## config.mk

```make
export PLATFORM = sky130hd
export DESIGN_NAME = rnet_blk_cmp
export DESIGN_NICKNAME = d
export VERILOG_FILES = /design/src/design/rnet_pkg.sv /design/src/design/rnet_blk_cmp.sv
export SDC_FILE = /design/constraint.sdc
export NUM_CORES = 1
export LEC_CHECK = 0
export BUFFER_PORTS_ARGS = -buffer_cell sky130_fd_sc_hd__buf_2
export CAP_MARGIN = 30
export CORE_AREA = 2 2 68 57
export CTS_CLUSTER_DIAMETER = 40
export DETAILED_ROUTE_END_ITERATION = 16
export DIE_AREA = 0 0 70 59
export PLACE_DENSITY = 0.65
export RECOVER_POWER = 100
export SLEW_MARGIN = 10
export SYNTH_ARGS = -nofsm -noshare
export SYNTH_HDL_FRONTEND = slang
export SYNTH_SLANG_ARGS = --single-unit
export TNS_END_PERCENT = 10
```

## constraint.sdc

```tcl
create_clock -name i_clk -period 4.1 [get_ports i_clk]
set_input_delay 0.205 -clock i_clk [delete_from_list [all_inputs] [get_ports i_clk]]
set_output_delay 0.205 -clock i_clk [all_outputs]
set_load 0.01 [all_outputs]
```

## src/design/rnet_pkg.sv

```systemverilog
// Shared types and constants of the relative neighborhood edge test block.
// No dependencies.
package rnet_pkg;

    localparam int NODE_W   = 6;
    localparam int DIST_W   = 18;
    localparam int COUNT_W  = 7;
    localparam int PADDR_W  = 3;
    localparam int PDATA_W  = 32;

    localparam logic [COUNT_W-1:0] NODE_COUNT_RESET = 7'd20;

    // register index of node_count in the configuration map
    localparam logic REG_NODE_COUNT = 1'b0;

    // item opcodes
    localparam logic OP_WRITE = 1'b0;
    localparam logic OP_QUERY = 1'b1;

    typedef struct packed {
        logic              op;
        logic [NODE_W-1:0] node_a;
        logic [NODE_W-1:0] node_b;
        logic [DIST_W-1:0] distance;
    } t_in_item;

    typedef struct packed {
        logic              is_edge;
        logic              bad_query;
        logic [NODE_W-1:0] pair_a;
        logic [NODE_W-1:0] pair_b;
    } t_out_item;

    // control from the sequencer to the compare unit
    typedef struct packed {
        logic load;   // capture d(a,b) from read port 0
        logic check;  // read data for a scanned node is present
        logic skip;   // scanned node is one of the pair ends
    } t_cmp_ctl;

endpackage

```

## src/design/rnet_blk_cmp.sv

```systemverilog
// Shared blocker compare: holds d(a,b) and tests both distances of a node.
// Depends on rnet_pkg.
module rnet_blk_cmp
    import rnet_pkg::*;
#(
    parameter int DIST_BITS = 18
) (
    input  logic                 i_clk,
    input  t_cmp_ctl             i_ctl,
    input  logic [DIST_BITS-1:0] i_d_ab,
    input  logic [DIST_BITS-1:0] i_d_ak,
    input  logic [DIST_BITS-1:0] i_d_bk,
    output logic                 o_blocked
);

    logic [DIST_BITS-1:0] r_dab;
    logic [DIST_BITS-1:0] n_dab;

    // pair distance, captured once per query
    always_comb begin
        n_dab = r_dab;
        if (i_ctl.load) begin
            n_dab = i_d_ab;
        end
    end

    always_ff @(posedge i_clk) begin
        r_dab <= n_dab;
    end

    // node k blocks when strictly closer to both ends
    assign o_blocked = i_ctl.check && !i_ctl.skip && (i_d_ak < r_dab) && (i_d_bk < r_dab);

endmodule

```

==> metrics list, run 1 <==
- Hold Buf Count CTS: 0
* Synth area leader: edfxtp_1
* Number of diodes: 0
* Horiz. Die Dim: 70 um
* Leading registers by flop count: r_dab: 18 flops
* Post-layout util: 0.5082
* Met3 wire length: about 160 um
- At the worst endpoint, the arrival time is between 1.5 and 2 ns.
* Crit path largest cell delay: 0.37 ns
* Floorplan core area: 3376 um^2
- STA classifies the critical path startpoint as a flop.
* Final slew viol count: 0
* Wire per inst: between 10 and 15 um
* Via density per instance: just under 5
- The first detailed-routing pass ran for 4 iterations.
* Yosys reg bits: 18
* Type of destination of the critical path: output port
* Most instantiated library cell after synthesis: ha_1
* Remaining routing DRC violations: 0
- MaxCap Viol Count: 0
* Via Count: 1106
- Largest cells by area after synthesis: edfxtp_1 41%, ha_1 32%, inv_1 4.8%, a21oi_1 4.1%, nand4_1 2.8%
* Share of post-route cells with drive strength above 1: 0.3370
* Final hold violation count: 0
- Measured against its own limit, the worst slew margin works out to 0.3320.
- The number of nets handed over by synthesis was between 200 and 250.
* Aggregate global-route resource usage: 0.1546
- Pin count of the biggest net entering global routing: 19
- Number of unique standard cell types used by synthesis: 22
* Setup-failing EPs final: 0
- The die covers 4130 um^2.
- The share of the Yosys chip area taken by registers is 0.4064.
- Upper clock frequency limit: around 0.46 GHz
* Req. time, crit path: 3.89 ns
- Clock-pin slew of the registers on the worst-case setup and hold paths: about 0.070 ns
* Worst Setup Path Type: reg -> out
- Effective utilization at floorplan: 0.3940
- Detailed Route Iter0 Violations: 17
- Fin worst setup slack: 1.936 ns
- The run finished with clean final reports.
- Worst hold path class: in -> reg
* Crit-path slowest cell: edfxtp_1
- Flip-flop count of the largest register after layout: 18
- Sum of routed wire segments on met1: 1276 um
- Ys flop type: edfxtp_1
* Total power: 0.0004725 W
- Setup TNS Final: 0 ns
- The commonest cells after synthesis are 34 x ha_1, 18 x edfxtp_1, 17 x inv_1, 11 x a21oi_1, 6 x nand4_1.
* Number of instances in the synthesized netlist: 119
* Largest register by flop count: r_dab
- Grt ovf: 0
* FFs w/ async S/R, synth: 0
- Layout Nets: 274
* Total wirelength of the detailed-routed design: 2983 um
* Cell leakage power: approximately 0.87 nW
* Power per cell area: 275.5 nW/um^2
* Quantity of I/O buffers inserted on ports: 58
- Antenna Violating Nets Remaining: 0
* Level count of the clock H-tree: 1
- Number of enable-type register cells in the synthesized netlist: 18
* Layout Area Growth over Synthesis: 28.97%
- Global-route wire length before repair: just under 5000 um
- TritonCTS built the clock tree.
* Number of clock sinks: 18
- Unrepaired setup endpoints after global routing: false
- Portion of the clock cycle consumed by the worst path in the final layout: 0.5278
- Post-DP HPWL: 2593 um
- Post-Syn Area per Cell: around 11 um^2
- The number of global-route vias before repair was 1217.
- Sequence of cells on the critical path: inv_1, ha_1, a21oi_2, o21ai_1, a221o_1, o21bai_1, o311a_1, clkbuf_1
- Total setup buffers inserted after CTS: 0
- Vertical die dimension: 59 um
- Critical path peak fanout: 3
* Clock tree buffer depth: 2
- For the pin with the worst max-slew slack, the measured transition is 1.002 ns.
- The initial antenna violation count came to 0.
- At the end of routability-driven placement, the weighted congestion stood at approximately 0.9.
- VDD sags by at most 0.0001773 V.
* Tmin final: around 2.2 ns
- Met2 wirelength from detailed routing: 1535 um
- Resized Gates After CTS: 0
- IO Pins: 59
- Prior to clock tree synthesis, the placed netlist has a worst setup slack of around 2.2 ns.
- For this run, the number of Yosys warnings is 0.
* Proportion of netlist area held by the largest area contributor: 0.4064
* Syn Std Cell Area: 1330 um^2
- The cell sitting at the root of the clock tree is a clkbuf_8.
- TritonCTS created 3 clock buffers.
- Row count: 19
- The highest layer touched by signal routing is met4.
## layout make-up
cell class / count / area [um^2]
timing repair buffer: 58 / 287.8
multi-input combinational: 84 / 725.7
tap: 42 / 52.55
fill: 318 / 1660
inverter: 17 / 63.81
clock inverter: 1 / 3.754
sequential: 18 / 540.5
clock buffer: 3 / 41.29
## cells by family (layout without fill, tap and decap cells)
kind of cell / after synthesis / after routing / share of synthesized area
AOI/OAI and AO/OA: 27 / 27 / 0.1317
adders and majority gates: 34 / 34 / 0.3199
buffers and inverters: 17 / 79 / 0.04798
DFF: 18 / 18 / 0.4064
and+or+nand+nor: 23 / 23 / 0.09408
## report_power, final
part	switching, W	internal, W
combinational	0.0000634	0.0000604
clock	0.0000598	0.0000665
sequential	0.00000362	0.000219
## metal layers
metal,vias to the layer above,track usage
met5,-,0
met4,0,0.02473
met3,2,0.04762
met2,24,0.3116
met1,504,0.1624
li1,576,-
## cell usage in the layout (no fill, tap or decap)
cell,count
clkbuf_1,2
inv_1,17
nand2b_1,2
buf_2,56
nor2_1,2
a211oi_1,2
a21o_1,2
nand4_1,6
o21ai_1,1
o311a_1,1
nand3_1,5
a21oi_1,11
a221o_1,1
nor4_1,1
clkbuf_8,3
a21boi_0,1
edfxtp_1,18
o21ai_0,3
a21oi_2,2
clkinv_1,1
nand2_1,5
o21bai_1,1
a41oi_1,1
nor4b_1,2
o2bb2ai_1,1
ha_1,34
## per-stage QoR
step	std cells	hold WS (ns)	instance area [um^2]
after floorplan	119	0.3039	1330
after global placement	219	0.3819	1673
after detailed placement	219	0.3831	1673
after CTS	223	0.1152	1718
after global routing	223	0.1079	1715
final	223	0.1215	1715
## worst max-delay path: cells and delay by family, from the launching register on
| family | cells | cell delay [ns] |
|---|---|---|
| buf+inv | 2 | 0.23 |
| compound gates | 5 | 0.85 |
| flops | 1 | 0.37 |
| fa+ha+maj | 1 | 0.25 |
## final timing paths
kind | from | to | slack, ns | depth (start not counted)
setup / recovery | r_dab[5] | o_blocked | 1.94 | 8
hold / removal | i_d_ab[11] | r_dab[11] | 0.12 | 1
(Power assumes the default switching activity.)
==> run 2: changes to the inputs <==
--- a/config.mk
+++ b/config.mk
@@ -11,7 +11,7 @@
 export CTS_CLUSTER_DIAMETER = 40
 export DETAILED_ROUTE_END_ITERATION = 16
 export DIE_AREA = 0 0 70 59
-export PLACE_DENSITY = 0.65
+export PLACE_DENSITY = 0.67
 export RECOVER_POWER = 100
 export SLEW_MARGIN = 10
 export SYNTH_ARGS = -nofsm -noshare
==> constraint.sdc (replaced) <==
create_clock -name i_clk -period 1.8 [get_ports i_clk]
set_input_delay 0.09 -clock i_clk [delete_from_list [all_inputs] [get_ports i_clk]]
set_output_delay 0.09 -clock i_clk [all_outputs]
set_load 0.01 [all_outputs]
==> metrics list, run 2 (synthesized netlist as in run 1, its figures left out) <==
* Outcome: complete, but fails checks
- The final reports fail on setup timing.
* Arrival time reported for the critical path endpoint: 1.98 ns
- The first detailed-routing pass took 4 iterations.
* Startpoint of the most critical hold path: i_d_ab[5]
* Number of antenna violations at the first check in global routing: 0
- Aggregate global-route resource usage: 0.1615
- The worst-case IR drop observed on VDD is 0.0004770 V.
- Layout Nets: 288
- In the layout the commonest cells are 57 x buf_2, 22 x ha_1, 18 x edfxtp_1.
- STA classifies the critical path startpoint as a flop.
- Of the cells placed in the final design, the portion with a size suffix greater than 1 is 0.4872.
- By startpoint and endpoint, the worst setup path is classified as reg -> out.
* Detailed Route Iter0 Violations: 22
- In the post-route analysis, the smallest setup slack over all paths is -0.2688 ns.
* Most frequent standard cell in the layout excluding fill and tap cells: buf_2
- Total power: 0.001179 W
- The clock passes through at most 2 buffers.
- Tmin final: 2.069 ns
- Via density per instance: 5.093
* Post-Route Hold Slack: 0.006803 ns
* Worst hold path class: in -> reg
- Effective utilization at floorplan: 0.3940
- Worst Max-Slew Pin Slew: around 1 ns
- In the routed design, unresolved DRC markers number 0.
- Hold Path Sink: r_dab[5]
- TritonCTS clock tree: done
- The share of total power dissipated in the clock network is 0.246.
- Final slew viol count: 0
- Global-route wire length before repair: roughly 5000 um
- Of the total power, the share spent switching nets is 0.2806.
- Setup violations remaining at the end of the flow were counted as 1.
- After clock tree synthesis, the clock-pin slew on the worst setup and hold paths is about 0.070 ns.
- The die covers 4130 um^2.
* Upper clock frequency limit: 0.4834 GHz
* Wire per inst: between 10 and 15 um
- Quantity of I/O buffers inserted on ports: 58
- The HPWL after detailed placement is 2616 um.
- IO Pins: 59
- Unrepaired setup endpoints after global routing: true
* Setup crit start: r_dab[12]
* Largest register by flop count: r_dab
- Grt ovf: 0
- Max-cap violations in this run came to 0.
- Level count of the clock H-tree: 1
* Antenna Violating Nets Remaining: 0
- The number of antenna diodes in the final layout is 0.
* Via Count: 1207
- Total wirelength of the detailed-routed design: around 3500 um
- Flip-flop count of the largest register after layout: 18
- For this design the total switching power over the nets is between 0.0003 and 0.0004 W.
* Row count: 19
- At the worst endpoint, the required time is 1.71 ns.
* Floorplan core area: 3376 um^2
* Final hold violation count: 0
- Final instance count without filler cells: 237
- Power per cell area: about 600 nW/um^2
* Normalized max-slew margin: 0.3291
* Leading registers by flop count: r_dab: 18 flops
- Of the total power, registers draw 0.433.
- The number of global-route vias before repair came to about 1200.
* Critical path peak fanout: 3
- The worst setup path is captured at an output port.
- The die is roughly 70 um wide.
- TritonCTS created 3 clock buffers.
- Entering global routing, the biggest net connects 19 pins.
* Portion of the clock cycle consumed by the worst path in the final layout: 1.149
- Of the total power, combinational logic draws 0.321.
- Cell-internal power: between 0.0008 and 0.0009 W
- The clock drives 18 sinks.
- The floorplan step set the die height to between 50 and 60 um.
* Cells after DPL: 219
- For this design the static power due to leakage is 0.9291 nW.
- Along the worst hold path, the cell count comes to 1.
* Buffer cell driving the clock tree root: clkbuf_8
- Layout Area Growth over Synthesis: 50.33%
- Final estimated routing congestion in global placement: 0.8982
==> run 2: per-stage QoR <==
step / worst slack, ns / setup TNS, ns / utilization / area (um^2)
global placement: 0.05607 / 0 / 0.4956 / 1673
floorplan: 0.1999 / 0 / - / 1330
CTS: -0.1967 / -0.1967 / 0.5348 / 1805
detailed placement: 0.03123 / 0 / 0.4956 / 1673
finish: -0.2688 / -0.2688 / 0.5923 / 1999
global route: -0.3014 / -0.3014 / 0.5923 / 1999
==> run 2: worst max path at each step <==
stage / to / slack, ns
2_1_floorplan: o_blocked / 0.20
3_3_place_gp: o_blocked / 0.06
3_5_place_dp: o_blocked / 0.03
4_1_cts: o_blocked / -0.20
5_1_grt: o_blocked / -0.30
6_report: o_blocked / -0.27
==> run 2: metal layers <==
metal  up-vias  GRT usage  share of wire
met5         -          0              0
met4         0    0.06868          0.029
met3        10    0.02551          0.066
met2        51     0.2884           0.49
met1       544     0.1974           0.41
li1        602          -              -
==> run 2: final cells by class <==
type	count	area, um^2
Fill cell	298	1376
Clock buffer	3	41.29
Inverter	17	63.81
Clock inverter	1	3.754
Sequential cell	18	540.5
Tap cell	42	52.55
Multi-Input combinational cell	84	890.9
Timing Repair Buffer	72	406.6
==> run 2: repair_timing <==
item / 4_1_cts / 5_1_grt
hold buffers: 3 / 2
buffers inserted: 2 / 7
endpoints found under the setup margin: 1 / 1
resized for setup: 8 / 17
pin swaps: 6 / 8
endpoints found under the hold margin: 3 / 2
==> run 2: worst max-delay path: stages (launching register included) <==
cell      delay [ns]
edfxtp_1        0.37
inv_1           0.12
ha_4            0.22
a21oi_1         0.19
nand2_1         0.08
a221o_1         0.30
o21bai_1        0.14
o311a_1         0.18
buf_2           0.13
==> run 2: power groups by stage <==
stage,clock [W],combinational (W),sequential [W]
after floorplan,0,0.000164,0.000514
after global placement,0,0.000268,0.000515
after detailed placement,0,0.000287,0.000516
after CTS,0.000298,0.000316,0.000508
after global routing,0.000315,0.000425,0.000513
final,0.000290,0.000379,0.000510
